==> src/hdl/l1vl2_pkg.sv <==
// ----------------------------------------------------------------------------
// l1vl2_pkg
// Types and fixed constants shared by the L1 / victim / L2 load hierarchy.
// ----------------------------------------------------------------------------
package l1vl2_pkg;

	localparam int L1_LINES     = 16;
	localparam int L2_SET_COUNT = 16;
	localparam int IDX_W        = 4;
	localparam int TAG_W        = 26;
	localparam int VTAG_W       = 30;
	localparam int WORD_W       = 32;
	localparam int QUEUE_DEPTH  = 2;

	localparam logic [2:0] OUT_IGNORED = 3'd0;
	localparam logic [2:0] OUT_L1_HIT  = 3'd1;
	localparam logic [2:0] OUT_VIC_HIT = 3'd2;
	localparam logic [2:0] OUT_L2_HIT  = 3'd3;
	localparam logic [2:0] OUT_FILL    = 3'd4;

	typedef struct packed {
		logic              is_read;
		logic [31:0]       address;
		logic [WORD_W-1:0] mem_word;
	} req_t;

	typedef struct packed {
		logic [2:0]        outcome;
		logic [WORD_W-1:0] line_data;
	} rsp_t;

	typedef enum logic [2:0] {
		ST_LOOK = 3'b001,
		ST_CHK  = 3'b010,
		ST_INS  = 3'b100
	} state_t;

endpackage

==> src/hdl/l1vl2_front.sv <==
// ----------------------------------------------------------------------------
// l1vl2_front
// Accepts access beats and holds them in a short queue for the back end.
// ----------------------------------------------------------------------------
module l1vl2_front
	import l1vl2_pkg::*;
(
	input  logic clk,
	input  logic arst_n,
	input  logic push,
	output logic full,
	input  req_t request,
	output logic q_valid,
	output req_t q_item,
	input  logic q_ready
);

	req_t       slot_q [QUEUE_DEPTH];
	logic       wr_ptr_q;
	logic       rd_ptr_q;
	logic [1:0] count_q;
	logic       do_push;
	logic       do_pop;

	assign full     = (count_q == 2'(QUEUE_DEPTH));
	assign q_valid  = (count_q != 2'd0);
	assign q_item   = slot_q[rd_ptr_q];
	assign do_push  = push && !full;
	assign do_pop   = q_ready && q_valid;

	always_ff @(posedge clk or negedge arst_n) begin
		if (!arst_n) begin
			wr_ptr_q <= 1'b0;
			rd_ptr_q <= 1'b0;
			count_q  <= 2'd0;
		end else begin
			if (do_push) begin
				wr_ptr_q <= ~wr_ptr_q;
			end
			if (do_pop) begin
				rd_ptr_q <= ~rd_ptr_q;
			end
			if (do_push && !do_pop) begin
				count_q <= count_q + 2'd1;
			end else if (do_pop && !do_push) begin
				count_q <= count_q - 2'd1;
			end
		end
	end

	always_ff @(posedge clk) begin
		if (do_push) begin
			slot_q[wr_ptr_q] <= request;
		end
	end

endmodule

==> config.mk <==
export PLATFORM = sky130hd
export DESIGN_NAME = l1vl2_front
export DESIGN_NICKNAME = d
export VERILOG_FILES = /design/src/hdl/l1vl2_pkg.sv /design/src/hdl/l1vl2_front.sv
export SDC_FILE = /design/constraint.sdc
export NUM_CORES = 1
export LEC_CHECK = 0
export BUFFER_PORTS_ARGS = -buffer_cell sky130_fd_sc_hd__buf_2
export CAP_MARGIN = 20
export CORE_AREA = 5 5 121 89
export CTS_CLUSTER_SIZE = 40
export DETAILED_ROUTE_END_ITERATION = 10
export DIE_AREA = 0 0 126 94
export HOLD_SLACK_MARGIN = 0.02
export PLACE_DENSITY_LB_ADDON = 0.08
export SYNTH_ARGS = -nofsm -noshare
export SYNTH_HDL_FRONTEND = slang
export SYNTH_SLANG_ARGS = --single-unit
==> constraint.sdc <==
create_clock -name clk -period 6.4 [get_ports clk]
set_input_delay 0.96 -clock clk [delete_from_list [all_inputs] [get_ports clk]]
set_output_delay 0.96 -clock clk [all_outputs]
set_load 0.01 [all_outputs]
==> results of run 1 <==
cells in the mapped netlist:
master / instances
sky130_fd_sc_hd__or2_2: 1
sky130_fd_sc_hd__mux2_2: 25
sky130_fd_sc_hd__inv_1: 2
sky130_fd_sc_hd__ha_1: 1
sky130_fd_sc_hd__nand2_1: 2
sky130_fd_sc_hd__nand2b_1: 1
sky130_fd_sc_hd__xor2_1: 2
sky130_fd_sc_hd__nor2_1: 2
sky130_fd_sc_hd__mux2_4: 40
sky130_fd_sc_hd__buf_2: 2
sky130_fd_sc_hd__dfrtp_1: 4
sky130_fd_sc_hd__xnor2_1: 3
sky130_fd_sc_hd__buf_6: 5
sky130_fd_sc_hd__and3_1: 1
sky130_fd_sc_hd__edfxtp_1: 130
worst reg2reg max path, cell delays in order, from the launching register on:
cell                       delay [ns]
sky130_fd_sc_hd__dfrtp_1         0.39
sky130_fd_sc_hd__nand2b_1        0.16
sky130_fd_sc_hd__nand2_1         0.13
sky130_fd_sc_hd__nor2_4          0.58
sky130_fd_sc_hd__buf_4           0.60
per-layer routing:
| layer | global-route usage [%] | vias up |
|---|---|---|
| met4 | 6.161 | 2 |
| met3 | 7.102 | 12 |
| li1 | - | 1174 |
| met1 | 16.88 | 1187 |
| met5 | 0 | - |
| met2 | 23.94 | 85 |
cell type report:
type | count | share of cell area [%]
Clock buffer | 17 | 6.611
Clock inverter | 15 | 2.528
Inverter | 2 | 0.1167
Multi-Input combinational cell | 78 | 15.24
Sequential cell | 134 | 62.28
Tap cell | 128 | 2.489
Timing Repair Buffer | 137 | 10.73
power by group through the flow:
| stage | registers [µW] | clock network (µW) | logic [µW] |
|---|---|---|---|
| 6_report | 1350 | 940 | 804 |
| 5_1_grt | 1380 | 1010 | 865 |
| 4_1_cts | 1360 | 963 | 823 |
| 2_1_floorplan | 1270 | 0 | 641 |
| 3_5_place_dp | 1380 | 0 | 818 |
| 3_3_place_gp | 1370 | 0 | 819 |
cells in the final DEF (no fill, tap or decap):
master                       netlist  final
sky130_fd_sc_hd__clkbuf_16         0     17
sky130_fd_sc_hd__clkinv_1          0      4
sky130_fd_sc_hd__nand2_1           2      2
sky130_fd_sc_hd__clkinvlp_4        0      4
sky130_fd_sc_hd__bufinv_16         0      3
sky130_fd_sc_hd__or2_2             1      1
sky130_fd_sc_hd__nor2_1            2      1
sky130_fd_sc_hd__xor2_1            2      2
sky130_fd_sc_hd__nor2_4            0      1
sky130_fd_sc_hd__buf_2             2    135
sky130_fd_sc_hd__dfrtp_1           4      3
sky130_fd_sc_hd__and3_2            0      1
sky130_fd_sc_hd__clkinv_2          0      2
sky130_fd_sc_hd__mux2_2           25     25
sky130_fd_sc_hd__nand2b_1          1      1
sky130_fd_sc_hd__edfxtp_1        130    130
sky130_fd_sc_hd__ha_1              1      1
sky130_fd_sc_hd__mux2_4           40     40
sky130_fd_sc_hd__inv_1             2      2
sky130_fd_sc_hd__dfrtp_4           0      1
sky130_fd_sc_hd__clkinv_4          0      2
sky130_fd_sc_hd__buf_4             0      2
sky130_fd_sc_hd__xnor2_1           3      3
through the flow:
step	util [%]	cell area, µm²	total power, µW	hold slack, ns	cells
2_1_floorplan	-	5050	1912	0.4559	221
3_3_place_gp	61.81	5847	2185	0.4735	479
3_5_place_dp	61.81	5847	2193	0.4821	479
4_1_cts	68.03	6435	3145	0.3286	511
5_1_grt	68.03	6435	3254	0.3280	511
6_report	68.03	6435	3098	0.3491	511
flip-flops by register name, indices dropped and copies added, names as in the netlist:
signal / cells
count_q: 2
rd_ptr_q: 1
slot_q: 130
wr_ptr_q: 1
final timing paths:
path	startpoint	end	depth (start not counted)
worst max-delay path	rd_ptr_q$_DFFE_PN0P_	q_item[61]	2
worst min register to register	count_q[1]$_DFFE_PN0P_	count_q[1]$_DFFE_PN0P_	1
min in group clk	count_q[1]$_DFFE_PN0P_	count_q[1]$_DFFE_PN0P_	1
worst max register to register	count_q[0]$_DFFE_PN0P_	slot_q[0][40]$_DFFE_PP_	4
max in group asynchronous	arst_n	rd_ptr_q$_DFFE_PN0P_	1
worst min-delay path	arst_n	rd_ptr_q$_DFFE_PN0P_	1
kinds of logic (layout without fill, tap and decap cells):
kind of cell / count (synthesis) / in the layout
flops: 134 / 134
buf+inv: 9 / 171
xor+xnor: 5 / 5
simple gates: 7 / 7
mux: 65 / 65
fa+ha+maj: 1 / 1
==> results.txt, run 1 <==
The flow ran to the end, and the final reports show no timing, DRC or antenna violations. The type of element launching the critical path is a register. For the pin with the worst max-slew slack, the measured transition is 1.114 ns.

In the post-synthesis netlist, the biggest area contributors are sky130_fd_sc_hd__edfxtp_1 (77%), sky130_fd_sc_hd__mux2_4 (12%), sky130_fd_sc_hd__mux2_2 (5.6%). The via count of the first global-routing pass is 2547. STA puts the critical path data arrival time at 2.15 ns. The detailed router used layers up to and including met5. The number of filler cells placed in the layout is around 690.

The average size of a mapped cell is 22.85 µm². The sequential cell area came out at 0.004008 mm². The number of cell rows is 30.

In this run the horizontal extent of the chip is 126 µm. After detailed routing, the average wire length per cell comes to 16.56 µm. Setup repair after global routing left no endpoint under its margin. The highest clock frequency the design can meet is 321.1 MHz.

The core region area came out at 0.009459 mm². Prior to clock tree synthesis, the placed netlist has a worst setup slack of 3.634 ns. The signal on the critical path passes through mux2_2, buf_2. The clock reaches the later pin of the worst-skew pair after 0.40 ns. The worst clock skew came out at 0.004958 ns.

The number of buffers inserted during clock tree synthesis came out at 17. The number of buffers on the longest clock path is 2. The proportion of netlist area held by the largest area contributor came out at 77.30%.

The type of the worst setup path is reg2out. In this run the tightest slew margin relative to its limit is 25.77%. The clock network is responsible for 30.3% of the overall power. The final critical path takes up 48.67% of the cycle. The count of buffer and inverter cells on the critical path is 1. The kind of cell with the highest combined delay along the critical path is flip-flops.

The detailed-routed wire length on met2 is ~4300 µm. After synthesis the netlist holds a flip-flop and latch count of 134. The count of cells resized by post-cts repair is 0. The number of sinks handled by clock tree synthesis came out at between 100 and 150. The synthesized netlist devotes 0.6690% of its cell area to simple gates.

The starting density of the core is a little over half. After layout, the minimum clock period comes to approximately 3.1 ns. The maximum vdd drop came out at 0.0002589 V. The total I/O pin count is 136. Dividing total power by cell area gives a power density of 481.4 mW/mm². The number of input and output port buffers inserted is 135.

The summed negative setup slack over all endpoints came out at 0 ns. The detailed-route via count is roughly 2500. The post-CTS setup-driven buffer insertion count is 0. Combinational logic burns 26.0% of the power.

The setup slack on the worst flop-to-flop path came out at 4.15 ns. The gate count of the mapped netlist is 221. The die covers 0.01184 mm². The iteration count of the initial detailed-routing pass is 4. The maximum number of pins on one net before global-route repair came out at 67. The net count after synthesis came out at 291.

CTS placed an instance of sky130_fd_sc_hd__clkbuf_16 at the clock tree root. The number of design-rule violations left by the first detailed-router iteration came out at 131. The total grt overflow came out at 0. The area growth from synthesis to layout came out at 27.43%.

The overall die height is between 90 and 100 µm. The final antenna-violating net count came out at 0. The count of final max-slew check failures was 0.

After detailed routing, the number of remaining DRC violations is 0. The switching power came out at 847.9 µW. Across all setup checks in the final design, the least slack found is 3.285 ns. The final layout net count is 440. At the worst endpoint, the required time is 5.44 ns. The biggest area contributor in the post-synthesis netlist is sky130_fd_sc_hd__edfxtp_1.

The post-CTS clock slew at the launch and capture registers of the worst setup and hold paths came out at 0.06 ns. The path class of the tightest hold or removal check is in2async. The sequential fraction of design power came out at 43.7%.

The first-pass GRT wire length came out at 12860 µm. The number of antenna violations at the first check in global routing was 1. Summing the areas of all fa, ha and maj instances in the mapped netlist gives 0.2478% of the synthesized area. The hold-fix buffer count after cts came out at 0.

The TritonCTS clock tree is yes. At the end of routability-driven placement, the weighted congestion stood at 0.7240. The internal power component came out at 2250 µW.

The number of H-tree levels is 4. The multi-input logic area is ~980 µm². The kind of capture point of the worst setup path is an output port. The wire length on met1 came out at between 3000 and 4000 µm.

The area of the mapped netlist is 0.005050 mm². The via count normalized by instance count is around 4.8. The count of unique library cells instantiated by Yosys came out at 15. The fraction of final layout cells sized beyond drive strength 1 came out at 61.10%. The final count of negative-setup-slack endpoints is 0.

The leakage power summed over all cells is 0.002555 µW. The fraction of synthesized cell area in xor and xnor cells is less than 1%. The switching power share of the total came out at ~27%. The detailed-placement wirelength estimate came out at 5443 µm. The proportion of synthesized chip area in sequential cells came out at between 70% and 80%. The share of the synthesized area in compound gates (AO/OA/AOI/OAI) is 0%. In this design, the stage delay of the slowest critical-path cell is between 1 and 1.5 ns. After synthesis, the largest family of logic cells by area is multiplexers.

The final number of hold-violating endpoints is 0. For this run, the number of Yosys warnings is 0. The wire length after detailed routing came out at 8462 µm. The diode insertion count for antenna repair is 0.

After detailed routing, the met3 layer carries 630 µm of wire. The mux share of post-synthesis cell area came out at between 10% and 20%. The critical-path maximum fanout came out at between 60 and 70. On the critical path, the stage with the largest delay is an instance of sky130_fd_sc_hd__dfrtp_4.

The tool flagged a number of max-cap violations equal to 0. The total routing resource utilization after global routing is 14.75%.
Power figures use the tool's default switching activity.
==> run 2: changes to the inputs <==
--- a/config.mk
+++ b/config.mk
@@ -5,12 +5,13 @@
 export SDC_FILE = /design/constraint.sdc
 export NUM_CORES = 1
 export LEC_CHECK = 0
+export ABC_AREA = 1
 export BUFFER_PORTS_ARGS = -buffer_cell sky130_fd_sc_hd__buf_2
 export CAP_MARGIN = 20
-export CORE_AREA = 5 5 121 89
+export CORE_AREA = 5 5 123 90
 export CTS_CLUSTER_SIZE = 40
 export DETAILED_ROUTE_END_ITERATION = 10
-export DIE_AREA = 0 0 126 94
+export DIE_AREA = 0 0 128 95
 export HOLD_SLACK_MARGIN = 0.02
 export PLACE_DENSITY_LB_ADDON = 0.08
 export SYNTH_ARGS = -nofsm -noshare
==> constraint.sdc (replaced) <==
create_clock -name clk -period 3.3 [get_ports clk]
set_input_delay 0.495 -clock clk [delete_from_list [all_inputs] [get_ports clk]]
set_output_delay 0.495 -clock clk [all_outputs]
set_load 0.01 [all_outputs]
==> results.txt, run 2 <==
The run finished with clean final reports. The number of warning messages in the yosys log is 0 (unchanged). The number of filler cells placed in the layout came out at 815 (+19%). Counting flops per register, the top entry is slot_q. The worst register-to-register path begins at count_q[1]$_DFFE_PN0P_. The cell that appears most often on the critical path is sky130_fd_sc_hd__nand2_1. The first-pass GRT wire length is 14940 µm (+16%). The max-capacitance violation count came out at 0 (unchanged). The setup slack on the worst flop-to-flop path is 1.42 ns (-2.73 ns). The number of design-rule violations left by the first detailed-router iteration is 187 (+43%).

The number of flops mapped to enable cells by yosys came out at 130 (unchanged). The via count of the first global-routing pass is 2957 (+16%). The critical-path maximum fanout came out at 43 (-35%). The diode insertion count for antenna repair came out at 0 (unchanged). The largest registers in the layout are slot_q (130), count_q (2). The proportion of synthesized chip area in sequential cells was 80.99% (+1.7 points). The final layout net count came out at 587 (+33%).

The delay of the slowest cell on the worst path came out at 0.89 ns (-0.27 ns). The leakage power summed over all cells is 0.002764 µW (+8.2%). The switching power is 1906 µW (+120%). The area enclosed by the die boundary is 0.01216 mm² (+2.7%). The most critical setup path has its endpoint at q_item[5]. The proportion of power drawn by the clock network was 29.6% (-0.7 points). The wire length per cell after detailed routing is 14.54 µm (-12%). The internal power component came to 4004 µW (+78%). The number of storage elements in the synthesis netlist came to 134 (unchanged). Setup repair after global routing left no endpoint under its margin.

The final antenna-violating net count is 0 (unchanged). In this run the critical register-to-register path is captured at slot_q[0][58]$_DFFE_PP_. The critical path arrival came out at 2.01 ns (-0.14 ns). The latest clock arrival within the worst-skew pair is 0.40 ns (about the same).

The summed negative setup slack over all endpoints came out at 0 ns (unchanged). The proportion of netlist area held by the largest area contributor came out at 78.97% (+1.7 points). The number of cell rows came to 31 (+3.3%). The combinational fraction of design power came out at 28.3% (+2.3 points). The average size of a mapped cell came out at 13.32 µm² (-42%). The via count normalized by instance count came out at 4.701 (-2.4%). The count of final max-slew check failures is 0 (unchanged). The final critical-path required period is between 2 and 3 ns. The total I/O pin count is 136 (unchanged). The placer congestion estimate came out at 0.7343 (+1.4%). The library cell occupying the most area in the post-synthesis netlist is sky130_fd_sc_hd__edfxtp_1. The max-slew headroom at the worst pin is 45.75% (+20 points). The maximum vdd drop is 0.0005275 V (+100%). Ranked by instance count, the synthesized netlist is headed by sky130_fd_sc_hd__nand2_1 (206), sky130_fd_sc_hd__edfxtp_1 (130), sky130_fd_sc_hd__buf_2 (9). The power density over cell area was 933.1 mW/mm² (+94%). The cell count of the worst reg-to-reg path came out at 6 (+2). The gate count of the mapped netlist came out at 371 (+68%).

The clock root buffer master is sky130_fd_sc_hd__clkbuf_16. The wire length after detailed routing came out at 9624 µm (+14%). The detailed-route via count came out at 3112 (+27%). The maximum number of pins on one net before global-route repair is 46 (-31%). The final number of hold-violating endpoints came to 0 (unchanged). The critical path in this run is classified as reg2out.

The part of the cycle the worst path needs came out at between 70% and 80%. The sequential fraction of design power is 42.1% (-1.6 points). The flip-flop cell with the highest count after synthesis is sky130_fd_sc_hd__edfxtp_1. The signal on the critical path passes through buf_4, nand2_1, nand2_1, buf_2. Among all cell types in the netlist, the one instantiated most often is sky130_fd_sc_hd__nand2_1. The highest clock frequency the design can meet came out at 398.6 MHz. The fraction of final layout cells sized beyond drive strength 1 is 31.89% (-29 points). The slowest stage of the critical path is the sky130_fd_sc_hd__dfrtp_2 cell.

The sum of internal, switching and leakage power came out at 5910 µW (+91%). The actual slew at the worst max-slew pin came out at 0.8137 ns (-0.2998 ns). The number of flip-flops in the largest register is 130 (unchanged). The number of H-tree levels is 4 (unchanged). The share of synthesized registers carrying an async set or reset came out at 2.985% (unchanged).

The worst endpoint required time came to 2.80 ns (-2.64 ns). The total routing resource utilization after global routing came out at 16.54% (+1.8 points). The core region area was 0.009930 mm² (+5.0%). The number of sinks handled by clock tree synthesis is 134 (unchanged).

The total grt overflow is 0 (unchanged). The final design instance area without fill came out at 0.006334 mm² (-1.6%). The number of antenna violations at the first check in global routing came out at 1 (unchanged). The area of the mapped netlist is 0.004943 mm² (-2.1%). Tracing the worst setup path back leads to its startpoint at rd_ptr_q$_DFFE_PN0P_. The net count after synthesis was 441 (+52%). Compared with the post-synthesis result, the final layout area differs by 28.12%.

The horizontal die dimension came to 128 µm (+1.6%). The post-detailed-route DRC marker count is 0 (unchanged). The path class of the tightest hold or removal check is in2reg.

The library cell used most frequently in the layout, excluding fill and tap cells, is sky130_fd_sc_hd__nand2_1. The worst setup path is captured at an output port. The overall die height came out at 95 µm (+1.1%). The post-CTS clock slew at the launch and capture registers of the worst setup and hold paths is 0.05 ns (about the same).

The final count of negative-setup-slack endpoints came out at 0 (unchanged). The post-CTS setup-driven buffer insertion count is 0 (unchanged). The detailed-placement wirelength estimate came to 6054 µm (+11%).

The number of buffers inserted during clock tree synthesis is 17 (unchanged). By area the synthesized netlist is led by sky130_fd_sc_hd__edfxtp_1 (79%), sky130_fd_sc_hd__nand2_1 (16%), sky130_fd_sc_hd__dfrtp_1 (2.0%). The worst setup path is launched from a register. The number of buffers on the longest clock path is 2 (unchanged).

The top cell types in the final layout, fill and taps aside, are sky130_fd_sc_hd__nand2_1 (206), sky130_fd_sc_hd__buf_2 (135), sky130_fd_sc_hd__edfxtp_1 (130), sky130_fd_sc_hd__clkbuf_16 (17), sky130_fd_sc_hd__inv_1 (6). The switching power share of the total came to 32.25% (+4.9 points). The worst clock skew is 0.005234 ns (+0.0002768 ns). The count of unique library cells instantiated by Yosys came out at 13 (-2). The final core utilization came out at 63.79% (-4.2 points). The starting density of the core is 49.79% (-3.6 points). The iteration count of the initial detailed-routing pass came to 4 (unchanged). The TritonCTS clock tree is yes. The number of input and output port buffers inserted came out at 135 (unchanged). The placement-stage cell area came to 0.005773 mm² (-1.3%).
## run 2: changes by cell type after synthesis, moves of 2 or more
cell                      previous run  this run
sky130_fd_sc_hd__buf_2               2         9
sky130_fd_sc_hd__buf_6               5         0
sky130_fd_sc_hd__inv_1               2         7
sky130_fd_sc_hd__mux2_2             25         0
sky130_fd_sc_hd__nand2_1             2       206
sky130_fd_sc_hd__nand3_1             0         2
sky130_fd_sc_hd__xor2_1              2         0
sky130_fd_sc_hd__mux2_4             40         0
sky130_fd_sc_hd__xnor2_1             3         1
sky130_fd_sc_hd__buf_4               0         5
## run 2: power groups by stage
stage / sequential, µW / clock [µW] / combinational [µW]
6_report: 2490 / 1750 / 1670
5_1_grt: 2530 / 1870 / 1880
4_1_cts: 2490 / 1780 / 1730
3_3_place_gp: 2520 / 0 / 1700
2_1_floorplan: 2450 / 0 / 1070
3_5_place_dp: 2530 / 0 / 1720
## run 2: cells by family (layout without fill, tap and decap cells)
logic type      after synthesis  after routing  share of synthesized area [%]
buf+inv                      22            181                          2.278
xor+xnor                      1              1                         0.1772
compound gates                1              1                         0.1011
flops                       134            134                          80.99
simple gates                212            212                          16.20
fa+ha+maj                     1              1                         0.2531
## run 2: metrics by stage
stage          setup slack [ns]  std cells  hold slack [ns]
6_report                 0.7913        662           0.2815
5_1_grt                  0.6133        662           0.2543
4_1_cts                  0.7331        662           0.2618
3_5_place_dp              1.154        629           0.3079
3_3_place_gp              1.169        629           0.3097
2_1_floorplan            0.5703        371           0.1994
## run 2: per-layer routing
metal,wire [µm],share of wire (%),vias up,track usage (%)
li1,-,-,1540,-
met1,4207,44,1460,21.79
met2,4516,47,97,24.96
met3,775,8.1,13,6.670
met4,110,1.1,2,6.095
met5,13,0.14,-,0
## run 2: how the worst min path moves through the flow
stage / slack [ns] / depth (start not counted) / startpoint / to
floorplan: 0.20 / 0 / arst_n / count_q[0]$_DFFE_PN0P_
global placement: 0.31 / 1 / arst_n / count_q[0]$_DFFE_PN0P_
detailed placement: 0.31 / 1 / arst_n / count_q[1]$_DFFE_PN0P_
CTS: 0.26 / 1 / request[50] / slot_q[1][50]$_DFFE_PP_
global route: 0.25 / 1 / request[50] / slot_q[0][50]$_DFFE_PP_
finish: 0.28 / 1 / request[50] / slot_q[0][50]$_DFFE_PP_
## run 2: what timing repair did
| action | CTS | global route |
|---|---|---|
| hold buffers | 1 | 0 |
| resized for setup | 0 | 0 |
| endpoints found under the hold margin | 4 | 0 |
## run 2: critical path: cells and delay by family, from the launching register on
kind / cells / cell delay [ns]
buffers and inverters: 2 / 0.53
AND/OR/NAND/NOR: 2 / 0.17
flip-flops: 1 / 0.89
## run 2: layout make-up
type / instances / area (µm²) / share of cell area (%)
Multi-Input combinational cell: 215 / 834.6 / 13.18
Clock inverter: 10 / 106.4 / 1.679
Tap cell: 132 / 165.2 / 2.608
Timing Repair Buffer: 141 / 748.2 / 11.81
Clock buffer: 22 / 444.2 / 7.013
Inverter: 8 / 30.03 / 0.4741
Sequential cell: 134 / 4005 / 63.24
==> run 3: changes to the inputs <==
==> constraint.sdc (replaced) <==
create_clock -name clk -period 2.6 [get_ports clk]
set_input_delay 0.39 -clock clk [delete_from_list [all_inputs] [get_ports clk]]
set_output_delay 0.39 -clock clk [all_outputs]
set_load 0.01 [all_outputs]
==> results.txt, run 3 (same netlist as run 2, synthesis figures left out) <==
The flow ran to the end, and the final reports show no timing, DRC or antenna violations. The critical-path maximum fanout came out at 66 (+53%). The overall die height came out at 95 µm (unchanged). The count of final max-slew check failures is 0 (unchanged). The via count normalized by instance count was 4.703 (about the same).

The latest clock arrival within the worst-skew pair is 0.41 ns (about the same). The switching power share of the total came out at 31.69% (-0.55 points). The worst setup path is launched from a register. The final antenna-violating net count is 0 (unchanged).

The number of design-rule violations left by the first detailed-router iteration is 188 (+0.53%). The end point of the critical path is q_item[12]. The sequential fraction of design power is 40.5% (-1.6 points). The maximum vdd drop is 0.0006549 V (+24%).

In the final layout, the registers with the most flip-flops are slot_q (130), count_q (2). The most common library cell in the layout ignoring fill and taps is sky130_fd_sc_hd__nand2_1. The critical register-to-register path endpoint is slot_q[1][8]$_DFFE_PP_. The worst-case setup slack after placement is 0.8804 ns (-0.2733 ns). The placer congestion estimate is 0.7593 (+3.4%). The total routing resource utilization after global routing came to 16.51% (-0.037 points).

The number of cell rows is 31 (unchanged). The worst endpoint required time is 2.21 ns (-0.59 ns). The power density over cell area came to 1191 mW/mm² (+28%).

The proportion of power drawn by the clock network came out at 30.4% (+0.8 points). CTS placed an instance of sky130_fd_sc_hd__clkbuf_16 at the clock tree root. The actual slew at the worst max-slew pin is 0.7030 ns (-0.1107 ns). Traced cell by cell, the critical path runs through buf_4, nand2_1, nand2_1, buf_2.

The cell count of the worst reg-to-reg path is 4 (-2). The worst hold path belongs to the class in2reg. The detailed-route via count is 3123 (+0.35%). The delay of the slowest cell on the worst path came out at 0.56 ns (-0.33 ns). Tracing the worst setup path back leads to its startpoint at rd_ptr_q$_DFFE_PN0P_. The number of flip-flops in the largest register is 130 (unchanged). The final count of negative-setup-slack endpoints came out at 0 (unchanged).

The leakage power summed over all cells was 0.002780 µW (+0.59%). The max-slew headroom at the worst pin came to 53.13% (+7.4 points). The first-pass GRT wire length came out at 14910 µm (-0.19%). Among all stages on the critical path, the largest delay is contributed by sky130_fd_sc_hd__buf_4. The wire length per cell after detailed routing is 14.48 µm (-0.39%). The combinational fraction of design power was 29.1% (+0.8 points). The number of buffers on the longest clock path came out at 2 (unchanged). TritonCTS built the clock tree. The startpoint of the most critical register-to-register path is count_q[1]$_DFFE_PN0P_. The post-CTS clock slew at the launch and capture registers of the worst setup and hold paths is 0.05 ns (about the same). The detailed-placement wirelength estimate is 6034 µm (-0.34%). The post-detailed-route DRC marker count is 0 (unchanged). The critical path arrival came out at 1.74 ns (-0.27 ns). The wire length after detailed routing is 9615 µm (about the same).

In the finished design, the share of the clock period the worst path needs comes to 81.76%. The via count of the first global-routing pass came out at 3082 (+4.2%). The summed negative setup slack over all endpoints was 0 ns (unchanged). The final number of hold-violating endpoints came out at 0 (unchanged).

The final layout net count is 589 (+0.34%). The setup slack on the worst flop-to-flop path is 0.96 ns (-0.46 ns). The final setup slack of the worst path came out at 0.4744 ns (-0.3170 ns). The number of antenna violations at the first check in global routing is 0 (-1). The iteration count of the initial detailed-routing pass is 4 (unchanged). The post-CTS setup-driven buffer insertion count is 0 (unchanged). The maximum number of pins on one net before global-route repair came out at 67 (+46%). The core region area is 0.009930 mm² (unchanged). The area growth from synthesis to layout is 28.37%. The total I/O pin count came out at 136 (unchanged). The number of filler cells placed in the layout is 786 (-3.6%). The horizontal die dimension was 128 µm (unchanged). The minimum hold slack came out at 0.1703 ns (-0.1112 ns).

The worst setup path is of the reg2out kind. The number of sinks handled by clock tree synthesis is 134 (unchanged). Setup repair after global routing left no endpoint under its margin. The diode insertion count for antenna repair is 0 (unchanged). The number of buffers inserted during clock tree synthesis was 17 (unchanged). The area enclosed by the die boundary is 0.01216 mm² (unchanged). Ranked by flip-flop count, first place goes to slot_q. The final core utilization was 63.91% (+0.13 points). The number of input and output port buffers inserted came out at 135 (unchanged). The switching power came to 2396 µW (+26%). The total grt overflow is 0 (unchanged). The worst clock skew came out at 0.009274 ns (+0.004039 ns). The final critical-path required period came out at 2.126 ns. The cell that appears most often on the critical path is sky130_fd_sc_hd__nand2_1. The starting density of the core came out at 49.79% (unchanged). The internal power component was 5165 µW (+29%). The number of H-tree levels came out at 4 (unchanged). The max-capacitance violation count came to 0 (unchanged). In the layout the commonest cells are sky130_fd_sc_hd__nand2_1 (206), sky130_fd_sc_hd__buf_2 (135), sky130_fd_sc_hd__edfxtp_1 (130), sky130_fd_sc_hd__clkbuf_16 (17), sky130_fd_sc_hd__buf_4 (7). The fraction of final layout cells sized beyond drive strength 1 was 32.33% (+0.44 points).

For this run, the top clock speed supported by timing is 470.4 MHz. STA classifies the critical path endpoint as an output port.
[run 3: changes by cell type in the layout (fill, tap and decap cells not counted), sizes merged]
| cell | delta |
|---|---|
| clkbuf | -1 |
| bufinv | +1 |
| buf | +2 |
[run 3: worst min path at each step]
stage,start,endpoint,cells after the start
floorplan,arst_n,count_q[0]$_DFFE_PN0P_,0
global placement,arst_n,count_q[0]$_DFFE_PN0P_,1
detailed placement,arst_n,count_q[0]$_DFFE_PN0P_,1
CTS,request[26],slot_q[0][26]$_DFFE_PP_,1
global route,request[54],slot_q[1][54]$_DFFE_PP_,1
finish,request[26],slot_q[0][26]$_DFFE_PP_,1
[run 3: stage by stage]
step / total power (µW) / cell area [µm²] / instances
3_3_place_gp: 5345 / 5763 / 631
6_report: 7561 / 6346 / 664
3_5_place_dp: 5369 / 5763 / 631
5_1_grt: 8043 / 6346 / 664
4_1_cts: 7689 / 6346 / 664
2_1_floorplan: 4461 / 4951 / 371
[run 3: timing repair]
item	4_1_cts	5_1_grt
gates resized for setup	0	0
setup endpoints to repair	0	0
hold buffers	1	0
hold endpoints to repair	4	0
[run 3: area by class of cell]
cell class	instances	area, µm²	share of cell area, %
Inverter	8	30.03	0.4732
Tap cell	132	165.2	2.603
Sequential cell	134	4005	63.11
Clock inverter	11	132.6	2.090
Timing Repair Buffer	143	738.2	11.63
Multi-Input combinational cell	215	834.6	13.15
Clock buffer	21	440.4	6.940
[run 3: power groups by stage]
stage	Sequential (µW)	Clock (µW)	Combinational, µW
after floorplan	3100	0	1360
after global placement	3090	0	2250
after detailed placement	3110	0	2260
after CTS	3070	2350	2270
after global routing	3100	2450	2490
final	3060	2300	2200
[run 3: per-layer routing]
layer	part of all wire [%]	track usage [%]
met5	0	0
met4	1.0	7.244
met3	7.0	5.822
met2	49	26.57
met1	43	20.37
[run 3: critical path, delay by kind of cell (launching register included)]
family | cells | cell delay, ns
buffers and inverters | 2 | 0.70
and+or+nand+nor | 2 | 0.26
DFF | 1 | 0.36
